==> config.mk <==
export PLATFORM = sky130hd
export DESIGN_NAME = dual_port_pad_scan_controller_unit
export DESIGN_NICKNAME = d
export VERILOG_FILES = /design/src/rtl/core/dpsc_pkg.sv /design/src/rtl/core/dpsc_port.sv /design/src/rtl/core/dual_port_pad_scan_controller_unit.sv
export VERILOG_INCLUDE_DIRS = /design/src /design/src/rtl/core
export SDC_FILE = /design/constraint.sdc
export NUM_CORES = 1
export LEC_CHECK = 0
export ABC_CLOCK_PERIOD_IN_PS = 14850
export BUFFER_PORTS_ARGS = -buffer_cell sky130_fd_sc_hd__buf_4
export CORE_ASPECT_RATIO = 0.5
export CORE_MARGIN = 2
export CORE_UTILIZATION = 40
export DETAILED_ROUTE_END_ITERATION = 12
export GPL_ROUTABILITY_DRIVEN = 0
export REMOVE_ABC_BUFFERS = 1
export SYNTH_ARGS = -nofsm -noshare
export SYNTH_HDL_FRONTEND = slang
export SYNTH_SLANG_ARGS = --single-unit
==> constraint.sdc <==
create_clock -name clk_i -period 14.85 [get_ports clk_i]
set_input_delay 0.7425 -clock clk_i [delete_from_list [all_inputs] [get_ports clk_i]]
set_output_delay 0.7425 -clock clk_i [all_outputs]
set_load 0.1 [all_outputs]
==> src/rtl/core/dual_port_pad_scan_controller_unit_assert.svh <==
// ----------------------------------------------------------------------------
// Assertion macros for the pad scan controller
// Shared concurrent assertion forms, clocked on clk_i and disabled in reset.
// ----------------------------------------------------------------------------
`ifndef DUAL_PORT_PAD_SCAN_CONTROLLER_UNIT_ASSERT_SVH
`define DUAL_PORT_PAD_SCAN_CONTROLLER_UNIT_ASSERT_SVH

// Same-cycle implication
`define DPSC_ASSERT_NOW(lbl, ante, cons, msg) \
  lbl: assert property (@(posedge clk_i) disable iff (!rst_ni) (ante) |-> (cons)) \
    else $error(msg);

// Next-cycle implication
`define DPSC_ASSERT_NEXT(lbl, ante, cons, msg) \
  lbl: assert property (@(posedge clk_i) disable iff (!rst_ni) (ante) |=> (cons)) \
    else $error(msg);

`endif

==> src/rtl/core/dpsc_pkg.sv <==
// ----------------------------------------------------------------------------
// Pad scan controller package
// Shared constants, codes and structs of the two-port pad scan controller.
// ----------------------------------------------------------------------------
package dpsc_pkg;

  // Number of populated ports and number of address slots
  localparam int unsigned NUM_PORTS  = 2;
  localparam int unsigned SLOT_COUNT = 2;

  // Item modes
  typedef enum logic [1:0] {
    MODE_READ  = 2'd0,
    MODE_WRITE = 2'd1,
    MODE_TICK  = 2'd2,
    MODE_FRAME = 2'd3
  } dpsc_mode_e;

  // Device kinds (code 3 acts as no device)
  typedef enum logic [1:0] {
    KIND_NONE  = 2'd0,
    KIND_PAD   = 2'd1,
    KIND_MOUSE = 2'd2
  } dpsc_kind_e;

  // Configuration register indexes
  localparam logic [2:0] CFG_PORT0_KIND  = 3'd0;
  localparam logic [2:0] CFG_PORT1_KIND  = 3'd1;
  localparam logic [2:0] CFG_PAD_SIG     = 3'd2;
  localparam logic [2:0] CFG_MOUSE_SIG   = 3'd3;
  localparam logic [2:0] CFG_SCAN_DELAY  = 3'd4;

  // Configuration reset values
  localparam logic [3:0]  PAD_SIG_RST    = 4'hF;
  localparam logic [3:0]  MOUSE_SIG_RST  = 4'hD;
  localparam logic [15:0] SCAN_DELAY_RST = 16'd1536;

  // Gamepad toggle buttons
  localparam int unsigned TOGGLE_A_BIT = 12;
  localparam int unsigned TOGGLE_B_BIT = 14;

  // Mouse clamp and accumulator limits
  localparam logic signed [23:0] CLAMP_HI = 24'sd127;
  localparam logic signed [23:0] CLAMP_LO = -24'sd127;
  localparam logic signed [23:0] ACC_MAX  = 24'sh7FFFFF;
  localparam logic signed [23:0] ACC_MIN  = 24'sh800000;

  // Status register bit positions
  localparam int unsigned STS_SCAN_BIT  = 0;
  localparam int unsigned STS_LATCH_BIT = 3;

  // One item as seen by a port
  typedef struct packed {
    logic        step;
    dpsc_mode_e  mode;
    logic [7:0]  addr;
    logic [15:0] wdata;
    logic [15:0] ticks;
    logic        port;
    logic [15:0] pad;
    logic [15:0] dx;
    logic [15:0] dy;
    logic [7:0]  mbtn;
  } dpsc_cmd_t;

  // Per-port configuration view
  typedef struct packed {
    logic [1:0]  kind;
    logic [3:0]  pad_sig;
    logic [3:0]  mouse_sig;
    logic [15:0] delay;
    logic        clr;
  } dpsc_cfg_t;

  // Per-port result of an item
  typedef struct packed {
    logic        latched;
    logic        irq_set;
    logic [15:0] rdata;
  } dpsc_sts_t;

endpackage

==> src/rtl/core/dpsc_port.sv <==
// ----------------------------------------------------------------------------
// Pad scan controller port
// State of one port: scan countdown, control, data latch and attached device.
// ----------------------------------------------------------------------------
module dpsc_port import dpsc_pkg::*; (
  input  logic      clk_i,
  input  logic      rst_ni,
  input  logic      port_id_i,
  input  dpsc_cmd_t cmd_i,
  input  dpsc_cfg_t cfg_i,
  output dpsc_sts_t sts_o
);

`include "dual_port_pad_scan_controller_unit_assert.svh"

  logic [15:0]        cd_q, cd_d;
  logic               lat_q, lat_d;
  logic [2:0]         ctrl_q, ctrl_d;
  logic [31:0]        dl_q, dl_d;
  logic [15:0]        pad_q, pad_d;
  logic [15:0]        prev_q, prev_d;
  logic [1:0]         tog_q, tog_d;
  logic signed [23:0] ax_q, ax_d;
  logic signed [23:0] ay_q, ay_d;
  logic [7:0]         mb_q, mb_d;

  logic               hit;
  logic [31:0]        sample;
  logic [7:0]         rx, ry;
  logic signed [23:0] ax_a, ay_a;
  logic               sel;
  logic               is_pad, is_mouse;
  logic [15:0]        rise;
  logic [1:0]         tog_n;

  // Saturating add of a 16-bit motion step
  function automatic logic signed [23:0] sat_add(logic signed [23:0] acc,
                                                 logic [15:0] delta);
    logic signed [24:0] sum;
    sum = {acc[23], acc} + {{9{delta[15]}}, delta};
    if (sum[24] != sum[23]) begin
      sat_add = sum[24] ? ACC_MIN : ACC_MAX;
    end else begin
      sat_add = sum[23:0];
    end
  endfunction

  // Clamp to +/-127, as 8-bit two's complement
  function automatic logic [7:0] clamp8(logic signed [23:0] v);
    if (v < CLAMP_LO) begin
      clamp8 = CLAMP_LO[7:0];
    end else if (v > CLAMP_HI) begin
      clamp8 = CLAMP_HI[7:0];
    end else begin
      clamp8 = v[7:0];
    end
  endfunction

  assign is_pad   = (cfg_i.kind == KIND_PAD);
  assign is_mouse = (cfg_i.kind == KIND_MOUSE);
  assign sel      = (cmd_i.addr[7] == port_id_i);

  // Device sample and countdown expiry
  assign hit = (cd_q != '0) && (cmd_i.ticks >= cd_q);
  assign rx  = clamp8(ax_q);
  assign ry  = clamp8(ay_q);

  always_comb begin
    sample = '0;
    if (is_pad) begin
      sample = {cfg_i.pad_sig, 12'd0, pad_q};
    end else if (is_mouse) begin
      sample = {cfg_i.mouse_sig, 4'd0, mb_q, rx, ry};
    end
  end

  // Frame update helpers for the gamepad
  assign rise  = (prev_q ^ cmd_i.pad) & cmd_i.pad;
  assign tog_n = tog_q ^ {rise[TOGGLE_B_BIT], rise[TOGGLE_A_BIT]};

  // Next state for one item
  always_comb begin
    cd_d   = cd_q;
    lat_d  = lat_q;
    ctrl_d = ctrl_q;
    dl_d   = dl_q;
    pad_d  = pad_q;
    prev_d = prev_q;
    tog_d  = tog_q;
    ax_a   = ax_q;
    ay_a   = ay_q;
    mb_d   = mb_q;
    sts_o  = '0;

    if (cmd_i.step) begin
      // time advance
      if (hit) begin
        cd_d      = '0;
        dl_d      = sample;
        lat_d     = 1'b1;
        ctrl_d[0] = 1'b0;
        sts_o.irq_set = 1'b1;
        if (is_mouse) begin
          ax_a = ax_q - {{16{rx[7]}}, rx};
          ay_a = ay_q - {{16{ry[7]}}, ry};
        end
      end else if (cd_q != '0) begin
        cd_d = cd_q - cmd_i.ticks;
      end

      case (cmd_i.mode)
        MODE_READ: begin
          if (sel) begin
            if (!cmd_i.addr[6] && !cmd_i.addr[1]) begin
              sts_o.rdata[STS_LATCH_BIT] = lat_d;
              sts_o.rdata[STS_SCAN_BIT]  = (cd_d != '0);
            end else if (cmd_i.addr[1]) begin
              sts_o.rdata = dl_d[31:16];
            end else begin
              sts_o.rdata = dl_d[15:0];
              lat_d       = 1'b0;
            end
          end
        end
        MODE_WRITE: begin
          if (sel && !cmd_i.addr[6]) begin
            if (cmd_i.wdata[0] && !ctrl_d[0]) begin
              cd_d  = cfg_i.delay;
              lat_d = 1'b0;
            end
            ctrl_d = cmd_i.wdata[2:0];
          end
        end
        MODE_FRAME: begin
          if (cmd_i.port == port_id_i) begin
            if (is_pad) begin
              tog_d  = tog_n;
              pad_d  = cmd_i.pad;
              pad_d[TOGGLE_A_BIT] = tog_n[0];
              pad_d[TOGGLE_B_BIT] = tog_n[1];
              prev_d = cmd_i.pad;
            end else if (is_mouse) begin
              ax_a = sat_add(ax_a, cmd_i.dx);
              ay_a = sat_add(ay_a, cmd_i.dy);
              mb_d = cmd_i.mbtn;
            end
          end
        end
        default: begin
        end
      endcase
    end

    ax_d = ax_a;
    ay_d = ay_a;

    // a write to the device kind drops the device state
    if (cfg_i.clr) begin
      pad_d  = '0;
      prev_d = '0;
      tog_d  = '0;
      ax_d   = '0;
      ay_d   = '0;
      mb_d   = '0;
    end

    sts_o.latched = lat_d;
  end

  // State registers
  always_ff @(posedge clk_i or negedge rst_ni) begin
    if (!rst_ni) begin
      cd_q   <= '0;
      lat_q  <= 1'b0;
      ctrl_q <= '0;
      dl_q   <= '0;
      pad_q  <= '0;
      prev_q <= '0;
      tog_q  <= '0;
      ax_q   <= '0;
      ay_q   <= '0;
      mb_q   <= '0;
    end else begin
      cd_q   <= cd_d;
      lat_q  <= lat_d;
      ctrl_q <= ctrl_d;
      dl_q   <= dl_d;
      pad_q  <= pad_d;
      prev_q <= prev_d;
      tog_q  <= tog_d;
      ax_q   <= ax_d;
      ay_q   <= ay_d;
      mb_q   <= mb_d;
    end
  end

  // Checks
  `DPSC_ASSERT_NEXT(a_latch_sample, cmd_i.step && hit, dl_q == $past(sample), "latch missed sample")
  `DPSC_ASSERT_NOW(a_cd_start, (cd_q == '0) && (cd_d != '0), cmd_i.step && (cmd_i.mode == MODE_WRITE), "countdown started without a write")
  `DPSC_ASSERT_NEXT(a_nodev_hold, !cfg_i.clr && !is_pad && !is_mouse, $stable(pad_q) && $stable(ax_q) && $stable(mb_q), "device state moved with no device")

endmodule

==> src/rtl/core/dual_port_pad_scan_controller_unit.sv <==
// An input transfer is captured in the input register; the port state updates as
// the item moves on, and its result is offered from the result register.
// Throughput: one item per cycle while out_ready_i is high; the single-pass
// state update sets this. A stalled result holds the next item in the input
// register; in_ready_o drops only while both registers are full.
// Reset: rst_ni clears all state and both valid bits and restores config defaults.
// ----------------------------------------------------------------------------
// Pad scan controller top level
// Two-port pad scan peripheral with a bus item channel and a config port.
// ----------------------------------------------------------------------------
module dual_port_pad_scan_controller_unit import dpsc_pkg::*; (
  input  logic               clk_i,
  input  logic               rst_ni,
  input  logic               cfg_we_i,
  input  logic [2:0]         cfg_index_i,
  input  logic [15:0]        cfg_wdata_i,
  input  logic               in_valid_i,
  output logic               in_ready_o,
  input  logic [1:0]         mode_i,
  input  logic [7:0]         address_i,
  input  logic               byte_access_i,
  input  logic [15:0]        write_data_i,
  input  logic [15:0]        elapsed_ticks_i,
  input  logic               port_i,
  input  logic [15:0]        pad_buttons_i,
  input  logic signed [15:0] mouse_dx_i,
  input  logic signed [15:0] mouse_dy_i,
  input  logic [7:0]         mouse_buttons_i,
  output logic               out_valid_o,
  input  logic               out_ready_i,
  output logic [15:0]        read_data_o,
  output logic               irq_o
);

  logic [SLOT_COUNT-1:0][1:0] kind_q;
  logic [3:0]                 pad_sig_q;
  logic [3:0]                 mouse_sig_q;
  logic [15:0]                delay_q;

  logic                       s1_valid_q;
  dpsc_cmd_t                  s1_q;
  logic                       byte_q;
  logic                       s1_go;

  dpsc_cmd_t                  cmd;
  dpsc_cfg_t [SLOT_COUNT-1:0] cfg;
  dpsc_sts_t [SLOT_COUNT-1:0] sts;

  logic                       irq_q, irq_d;
  logic [15:0]                rd_word, rd_d;
  logic                       out_valid_q;
  logic [15:0]                read_data_q;
  logic                       irq_out_q;

  // Configuration registers
  always_ff @(posedge clk_i or negedge rst_ni) begin
    if (!rst_ni) begin
      kind_q      <= '0;
      pad_sig_q   <= PAD_SIG_RST;
      mouse_sig_q <= MOUSE_SIG_RST;
      delay_q     <= SCAN_DELAY_RST;
    end else if (cfg_we_i) begin
      case (cfg_index_i)
        CFG_PORT0_KIND: kind_q[0]   <= cfg_wdata_i[1:0];
        CFG_PORT1_KIND: kind_q[1]   <= cfg_wdata_i[1:0];
        CFG_PAD_SIG:    pad_sig_q   <= cfg_wdata_i[3:0];
        CFG_MOUSE_SIG:  mouse_sig_q <= cfg_wdata_i[3:0];
        CFG_SCAN_DELAY: delay_q     <= cfg_wdata_i;
        default: begin
        end
      endcase
    end
  end

  // Pipeline handshake: the input register moves on when the result slot frees
  assign s1_go      = s1_valid_q && (!out_valid_q || out_ready_i);
  assign in_ready_o = !s1_valid_q || s1_go;

  // Input register
  always_ff @(posedge clk_i or negedge rst_ni) begin
    if (!rst_ni) begin
      s1_valid_q <= 1'b0;
    end else if (in_ready_o) begin
      s1_valid_q <= in_valid_i;
    end
  end

  always_ff @(posedge clk_i) begin
    if (in_valid_i && in_ready_o) begin
      s1_q.step  <= 1'b1;
      s1_q.mode  <= dpsc_mode_e'(mode_i);
      s1_q.addr  <= address_i;
      s1_q.wdata <= write_data_i;
      s1_q.ticks <= elapsed_ticks_i;
      s1_q.port  <= port_i;
      s1_q.pad   <= pad_buttons_i;
      s1_q.dx    <= mouse_dx_i;
      s1_q.dy    <= mouse_dy_i;
      s1_q.mbtn  <= mouse_buttons_i;
      byte_q     <= byte_access_i;
    end
  end

  // Command to the ports: step marks a moving item, so an item updates state as it moves
  always_comb begin
    cmd      = s1_q;
    cmd.step = s1_go;
  end

  // Per-port slots
  for (genvar p = 0; p < SLOT_COUNT; p++) begin : g_port
    if (p < NUM_PORTS) begin : g_on
      always_comb begin
        cfg[p].kind      = kind_q[p];
        cfg[p].pad_sig   = pad_sig_q;
        cfg[p].mouse_sig = mouse_sig_q;
        cfg[p].delay     = delay_q;
        cfg[p].clr       = cfg_we_i && (cfg_index_i == 3'(p));
      end

      dpsc_port u_port (
        .clk_i     (clk_i),
        .rst_ni    (rst_ni),
        .port_id_i (1'(p)),
        .cmd_i     (cmd),
        .cfg_i     (cfg[p]),
        .sts_o     (sts[p])
      );
    end else begin : g_off
      assign cfg[p] = '0;
      assign sts[p] = '0;
    end
  end

  // Read data and interrupt level
  always_comb begin
    rd_word = '0;
    for (int p = 0; p < SLOT_COUNT; p++) begin
      rd_word = rd_word | sts[p].rdata;
    end
    rd_d = rd_word;
    if (byte_q) begin
      rd_d = s1_q.addr[0] ? {8'd0, rd_word[15:8]} : {8'd0, rd_word[7:0]};
    end

    irq_d = irq_q;
    for (int p = 0; p < SLOT_COUNT; p++) begin
      irq_d = irq_d | sts[p].irq_set;
    end
    if ((s1_q.mode == MODE_READ) && !(sts[0].latched || sts[1].latched)) begin
      irq_d = 1'b0;
    end
  end

  always_ff @(posedge clk_i or negedge rst_ni) begin
    if (!rst_ni) begin
      irq_q <= 1'b0;
    end else if (s1_go) begin
      irq_q <= irq_d;
    end
  end

  // Result register
  always_ff @(posedge clk_i or negedge rst_ni) begin
    if (!rst_ni) begin
      out_valid_q <= 1'b0;
    end else if (s1_go) begin
      out_valid_q <= 1'b1;
    end else if (out_ready_i) begin
      out_valid_q <= 1'b0;
    end
  end

  always_ff @(posedge clk_i) begin
    if (s1_go) begin
      read_data_q <= rd_d;
      irq_out_q   <= irq_d;
    end
  end

  assign out_valid_o = out_valid_q;
  assign read_data_o = read_data_q;
  assign irq_o       = irq_out_q;

endmodule
==> reports/qor.csv, run 1 <==
stage,metric,value,unit
clock_tree,Resized Gates After CTS,0,
layout,Area Growth Syn to Fin,11.0,%
logic_synthesis,Synth Instances,3467,
detailed_routing,vias per inst,5.99,
detailed_routing,"antenna viol nets, final",0,
detailed_routing,routed wire length per instance,20.8,um
clock_tree,CTS tree,done,
logic_synthesis,Synth warnings,0,
clock_tree,"Clk Latency, worst-skew pair",0.61,ns
place,estimated wirelength of the detail-placed design,68100,um
power,leak pwr,13.7,nW
floorplanning,initial core utilization,40.7,%
worst_setup_path,WS Path Type,reg -> reg,
place,# placed instances,4423,
power,power share of the combinational group,65.1,%
place,placed cell areas,0.0310,mm2
sta,final worst slack,6.59,ns
power,Max IR drop VDD,0.000111,V
logic_synthesis,ys flop type,dfrtp_1,
sta,final setup vio count,0,
floorplanning,die area,0.0750,mm2
layout,Layout Nets,3842,
clock_tree,H-Tree Depth,2,
power,Pint,3.75,mW
global_routing,largest net degree at the start of global routing,162,
sta,final-report max-slew violation count,0,
sta,Clock Skew,0.0347,ns
detailed_routing,WL final,93700,um
global_routing,vias in the first global route,25200,
detailed_routing,# DRC,0,
floorplanning,die extent in x,385,um
clock_tree,root buf cell,clkbuf_16,
place,pre-CTS setup slack,6.76,ns
clock_tree,"Hold-fix buffers, CTS",0,
layout,final instance area,0.0323,mm2
detailed_routing,Vias,26900,
sta,worst hold slack,0.0663,ns
detailed_routing,TritonRoute pass-1 iters,6,
clock_tree,total CTS buffers,41,
logic_synthesis,Avg Inst Size Synth,8.38,um2
power,Net Sw Frac,50.3,%
place,PortBufs,123,
sta,Worst Max-Slew Pin Slew,1.14,ns
floorplanning,I/O pin cnt,143,
sta,post-layout minimum cycle time,8.26,ns
sta,relative slew slack,22.9,%
clock_tree,postcts setup bufs,0,
detailed_routing,1st-iter DRT viols,2615,
global_routing,initial antenna violation count,2,
logic_synthesis,post-synth cell types,99,
power,Flop pwr share,21.1,%
sta,crit share post-route,55.6,%
logic_synthesis,"FFs w/ async S/R, synth",74.0,%
logic_synthesis,Netlist Area Pre-Place,0.0291,mm2
layout,final std cells w/o fill,4500,
floorplanning,Site Rows,69,
clock_tree,CTS max path bufs,3,
worst_setup_path,CP Max Fanout,20,
sta,RSZ-0062 raised after global routing,false,
sta,fmax,121,MHz
job,Max Cap Violations,0,
layout,"commonest cells after routing, fill and taps aside","nand2_1 (527), o21ai_0 (325), a21oi_1 (319), dfrtp_1 (270), nor2_1 (234)",
global_routing,gr ovfl total,0,
status,status,completed,
sta,setup TNS,0,ns
floorplanning,Die H,195,um
clock_tree,"CTS clk-pin slew, worst paths",0.07,ns
sta,Final Hold Fails,0,
worst_setup_path,crit path DAT,8.75,ns
logic_synthesis,Post-synth EDFFs,98,
clock_tree,Sink Count,377,
power,NetSw,3.80,mW
global_routing,global-route usage over all layers,24.4,%
power,clock network fraction of total power,13.8,%
logic_synthesis,register area share after synthesis,34.2,%
floorplanning,core area,0.0714,mm2
global_routing,first-pass GRT wire length,145000,um
power,power per cell area,234,mW/mm2
layout,"most common cell after layout, fill and taps aside",nand2_1,
layout,share of layout cells above drive strength 1,9.30,%
worst_setup_path,Required @ worst endpoint,15.34,ns
logic_synthesis,#FFs+latches synth,377,
worst_setup_path,CP Launch Type,flop,
min_path,type of the worst min-delay path,in -> async,
worst_setup_path,CP Capture Type,flop,
## critical path, stage by stage (launching register included)
cell      delay [ns]
dfrtp_1         0.71
inv_1           0.51
a21oi_1         0.66
or3_1           0.41
ha_1            0.36
inv_1           0.10
ha_1            0.28
inv_1           0.07
mux2i_1         0.06
a22oi_1         0.31
a21oi_1         0.14
nor2_1          0.20
o21bai_1        0.12
xnor2_1         0.13
o21ai_0         0.29
ha_1            0.32
nand3_1         0.15
o22ai_1         0.10
or2_2           0.31
o41ai_2         0.47
a211oi_1        0.15
a211oi_1        0.64
nor2_1          0.25
nor2_1          0.93
a21oi_1         0.17
a221o_1         0.30
## final timing paths
path	end	from	cells after the start	slack, ns
max	g_port[1].g_on.u_port.ay_q[20]	g_port[1].g_on.u_port.ay_q[23]	25	6.59
min	g_port[1].g_on.u_port.ay_q[3]	rst_ni	1	0.07
max reg2reg	g_port[1].g_on.u_port.ay_q[20]	g_port[1].g_on.u_port.ay_q[23]	25	6.59
min reg2reg	irq_q	irq_q	1	0.48
max in group asynchronous	g_port[0].g_on.u_port.cd_q[4]	rst_ni	3	12.56
min in group clk_i	cmd[31]	mouse_dx_i[7]	1	0.31
## final cells by class
| class | count | area [um2] |
|---|---|---|
| fill | 7035 | 39100 |
| multi-input combinational | 2827 | 18200 |
| sequential | 377 | 9940 |
| timing repair buffer | 166 | 1270 |
| tap | 958 | 1200 |
| clock buffer | 58 | 1160 |
| inverter | 95 | 357 |
| clock inverter | 16 | 138 |
| antenna | 3 | 7.51 |
## cell usage after synthesis (61+ instances only)
master	number	share of area, %
nand2_1	529	6.8
xor2_1	67	2.0
xnor2_1	111	3.3
ha_1	204	8.8
edfxtp_1	98	10
nand3_1	70	1.2
inv_1	93	1.2
a21oi_1	320	5.5
o21ai_0	325	5.6
clkbuf_1	146	1.9
nor3_1	61	1.1
nor2_1	234	3.0
dfrtp_1	270	23
a21o_1	76	2.0
## routing by layer
layer  GRT usage [%]  vias up  share of wire [%]
met3            5.14      127                7.6
met4            6.50        0                2.4
li1                -    12900                  -
met5               0        -                  0
met1            34.7    13000                 46
met2            37.5      846                 44
## power groups by stage
stage	logic [mW]	clock network [mW]	registers [mW]
after floorplan	3.59	0	1.51
after global placement	4.71	0	1.59
after detailed placement	4.78	0	1.60
after CTS	4.82	1.07	1.58
after global routing	5.41	1.10	1.62
final	4.92	1.04	1.59
## stage by stage
stage	total power, mW	util [%]
2_1_floorplan	5.10	-
3_3_place_gp	6.30	43.4
3_5_place_dp	6.38	43.4
4_1_cts	7.47	45.2
5_1_grt	8.14	45.2
6_report	7.55	45.2
## registers in the layout (all words and copies together) (netlist names), 2 cells and up
name and flops:
cfg 4, cmd 80, delay_q 16, g_port.g_on.u_port.ax_q 48, g_port.g_on.u_port.ay_q 48, g_port.g_on.u_port.cd_q 32
g_port.g_on.u_port.ctrl_q 2, g_port.g_on.u_port.dl_q 64, g_port.g_on.u_port.lat_q 2, g_port.g_on.u_port.mb_q 16, g_port.g_on.u_port.pad_q 4, g_port.g_on.u_port.prev_q 30
g_port.g_on.u_port.tog_q 2, mouse_sig_q 4, pad_sig_q 4, read_data_o 16
## cell families after synthesis
group                      after synthesis  share of synthesized area (%)
muxes                                   55                           2.46
AOI/OAI and AO/OA                     1206                           26.7
DFF                                    377                           34.2
xor gates and xnor gates               178                           5.36
buffers and inverters                  263                           3.46
and+or+nand+nor                       1176                           18.5
adders and majority gates              212                           9.27
Power figures use the tool's default switching activity.
==> run 2, diff against run 1 <==
ABC_AREA = 1   (was unset)
ABC_CLOCK_PERIOD_IN_PS = 7100   (was 14850)
clock period = 7.1 ns   (was 14.85 ns; I/O delays follow)
==> run 2 against run 1 <==
Worst setup slack worse by 5.6 ns. Critical endpoint is now g_port[1].g_on.u_port.ay_q[2]. Hold slack worse by 0.0043 ns. Routed wire length up 11%. Register-to-register slack worse by 5.6 ns. Combinational power rose to 2.5 times the previous value.
==> reports/qor.csv, run 2 <==
stage,metric,value,unit
layout,share of layout cells above drive strength 1,7.17,%
min_path,type of the worst min-delay path,in -> reg,
worst_setup_path,CP Capture Type,flop,
layout,Layout Nets,5058,
sta,setup TNS,0,ns
sta,RSZ-0062 raised after global routing,false,
worst_setup_path,CP Max Fanout,21,
clock_tree,"CTS clk-pin slew, worst paths",0.06,ns
sta,fmax,162,MHz
floorplanning,die extent in x,400,um
sta,final-report max-slew violation count,0,
layout,"commonest cells after routing, fill and taps aside","nand2_1 (1,297), inv_1 (528), nand3_1 (348), o21ai_0 (332), nor2_1 (322)",
place,PortBufs,123,
global_routing,global-route usage over all layers,25.1,%
logic_synthesis,most frequent cells after synthesis,"nand2_1 (1,298), inv_1 (529), nand3_1 (348), o21ai_0 (332), nor2_1 (325)",
logic_synthesis,Post-synth EDFFs,98,
layout,fillcell total,7909,
logic_synthesis,top cell type by total area after synthesis,dfrtp_1,
logic_synthesis,post-synth cell types,67,
power,power per cell area,502,mW/mm2
worst_setup_path,CP max stage cell,nor2_2,
detailed_routing,TritonRoute pass-1 iters,6,
worst_setup_path,WS Path Type,reg -> reg,
power,NetSw,9.89,mW
logic_synthesis,ys flop type,dfrtp_1,
detailed_routing,"antenna viol nets, final",0,
logic_synthesis,Synth area leaders,"dfrtp_1 (22%), nand2_1 (16%), edfxtp_1 (9.4%)",
floorplanning,Site Rows,72,
sta,crit share post-route,86.7,%
status,status,completed,
logic_synthesis,Netlist Area Pre-Place,0.0314,mm2
layout,final instance area,0.0355,mm2
floorplanning,die area,0.0809,mm2
power,Flop pwr share,18.3,%
layout,Largest register FFs,80,
power,Max IR drop VDD,0.000223,V
power,Pint,7.95,mW
clock_tree,H-Tree Depth,2,
floorplanning,I/O pin cnt,143,
layout,post-layout util,45.9,%
sta,final setup vio count,0,
global_routing,first-pass GRT wire length,163000,um
sta,Worst Max-Slew Pin Slew,1.22,ns
worst_setup_path,Required @ worst endpoint,7.59,ns
sta,Final Hold Fails,0,
sta,relative slew slack,18.7,%
logic_synthesis,Yosys top cell area share,21.5,%
global_routing,initial antenna violation count,0,
place,estimated wirelength of the detail-placed design,79300,um
clock_tree,Sink Count,377,
global_routing,vias in the first global route,29700,
job,Max Cap Violations,0,
floorplanning,initial core utilization,40.5,%
logic_synthesis,"count leader, synth",nand2_1,
worst_setup_path,crit path DAT,6.65,ns
detailed_routing,vias per inst,5.49,
detailed_routing,routed wire length per instance,17.9,um
layout,"most common cell after layout, fill and taps aside",nand2_1,
layout,diode count,0,
clock_tree,"Clk Latency, worst-skew pair",0.60,ns
logic_synthesis,Synth warnings,0,
layout,Area Growth Syn to Fin,13.1,%
logic_synthesis,#FFs+latches synth,377,
clock_tree,root buf cell,clkbuf_16,
clock_tree,CTS max path bufs,3,
logic_synthesis,Synth Instances,4550,
detailed_routing,Vias,31800,
worst_setup_path,CP Launch Type,flop,
power,power share of the combinational group,69.2,%
sta,worst hold slack,0.0620,ns
sta,Clock Skew,0.0274,ns
detailed_routing,WL final,104000,um
floorplanning,Die H,202,um
global_routing,largest net degree at the start of global routing,165,
power,leak pwr,17.1,nW
power,Net Sw Frac,55.4,%
clock_tree,CTS tree,done,
clock_tree,Resized Gates After CTS,0,
worst_setup_path,CP dominant cell by count,nand2_1,
place,placed cell areas,0.0332,mm2
worst_setup_path,"Largest stage delay, worst path",0.60,ns
power,clock network fraction of total power,12.4,%
floorplanning,core area,0.0775,mm2
detailed_routing,1st-iter DRT viols,3189,
logic_synthesis,Avg Inst Size Synth,6.90,um2
detailed_routing,# DRC,0,
logic_synthesis,register area share after synthesis,31.6,%
logic_synthesis,"FFs w/ async S/R, synth",74.0,%
sta,post-layout minimum cycle time,6.16,ns
clock_tree,total CTS buffers,40,
global_routing,gr ovfl total,0,
==> run 2: cell types whose count changed in the layout (fill, tap and decap cells not counted), moves of 34 or more <==
cell	delta
a21o_1	-58
and3_1	-34
dlygate4sd3_1	+96
inv_1	+436
nand2_1	+770
nand2b_1	-36
nand3_1	+278
nor2_1	+88
o22ai_1	+37
xnor2_1	-57
==> run 2: area by class of cell <==
| cell class | count | area (um2) | area share [%] |
|---|---|---|---|
| flip-flops and latches | 377 | 9940 | 28.0 |
| well taps | 1036 | 1300 | 3.65 |
| inverters | 545 | 2050 | 5.77 |
| clock buffers | 59 | 1180 | 3.31 |
| repair buffers | 244 | 2100 | 5.92 |
| multi-input cells | 3516 | 18800 | 52.9 |
| clock inverters | 14 | 164 | 0.461 |
==> run 2: through the flow <==
stage / power [mW] / cells / setup WS [ns]
after global placement: 15.2 / 5622 / 1.18
after CTS: 17.7 / 5791 / 1.02
after detailed placement: 15.3 / 5622 / 1.07
final: 17.8 / 5791 / 0.945
after global routing: 19.5 / 5791 / 0.361
after floorplan: 12.0 / 4438 / 0.113
==> run 2: what timing repair did <==
item                                   in CTS  in global routing
endpoints found under the hold margin     148                  0
setup buffers                               0                  0
setup endpoints to repair                   0                  0
hold buffers                               96                  0
==> run 2: worst max-delay path: cells and delay by family, from the launching register on <==
family | cells | cell delay [ns]
AO/OA/AOI/OAI | 7 | 1.34
XOR/XNOR | 1 | 0.16
adder cells (fa/ha/maj) | 3 | 0.72
flip-flops | 1 | 0.45
AND/OR/NAND/NOR | 17 | 2.96
buffers and inverters | 4 | 0.46
==> run 2: final timing paths <==
check	start	to	slack (ns)	cells after the start
setup reg to reg	g_port[1].g_on.u_port.ay_q[21]	g_port[1].g_on.u_port.ay_q[2]	0.94	32
hold / removal	out_ready_i	s1_valid_q	0.06	4
hold reg to reg	g_port[1].g_on.u_port.pad_q[14]	g_port[1].g_on.u_port.pad_q[14]	0.47	1
max in group asynchronous	rst_ni	g_port[1].g_on.u_port.dl_q[26]	5.47	3
min in group asynchronous	rst_ni	g_port[1].g_on.u_port.ay_q[21]	0.29	2
setup / recovery	g_port[1].g_on.u_port.ay_q[21]	g_port[1].g_on.u_port.ay_q[2]	0.94	32
==> run 2: cell families after synthesis <==
family	share of synthesized area, %
adder cells (fa/ha/maj)	8.51
multiplexers	0.558
XOR/XNOR	3.37
buffers and inverters	8.55
AND/OR/NAND/NOR	29.9
AO/OA/AOI/OAI	17.5
flip-flops	31.6
==> run 2: layer usage <==
layer	track usage (%)	share of wire [%]
met4	4.80	1.7
met3	3.71	6.9
met5	0	0
met2	41.0	45
met1	35.5	46
==> run 2: power by group through the flow <==
stage               clock network [mW]  logic, mW  registers, mW
floorplan                            0       8.80           3.20
global placement                     0       11.9           3.28
detailed placement                   0       12.0           3.29
CTS                               2.28       12.1           3.25
global route                      2.36       13.8           3.33
finish                            2.22       12.3           3.27
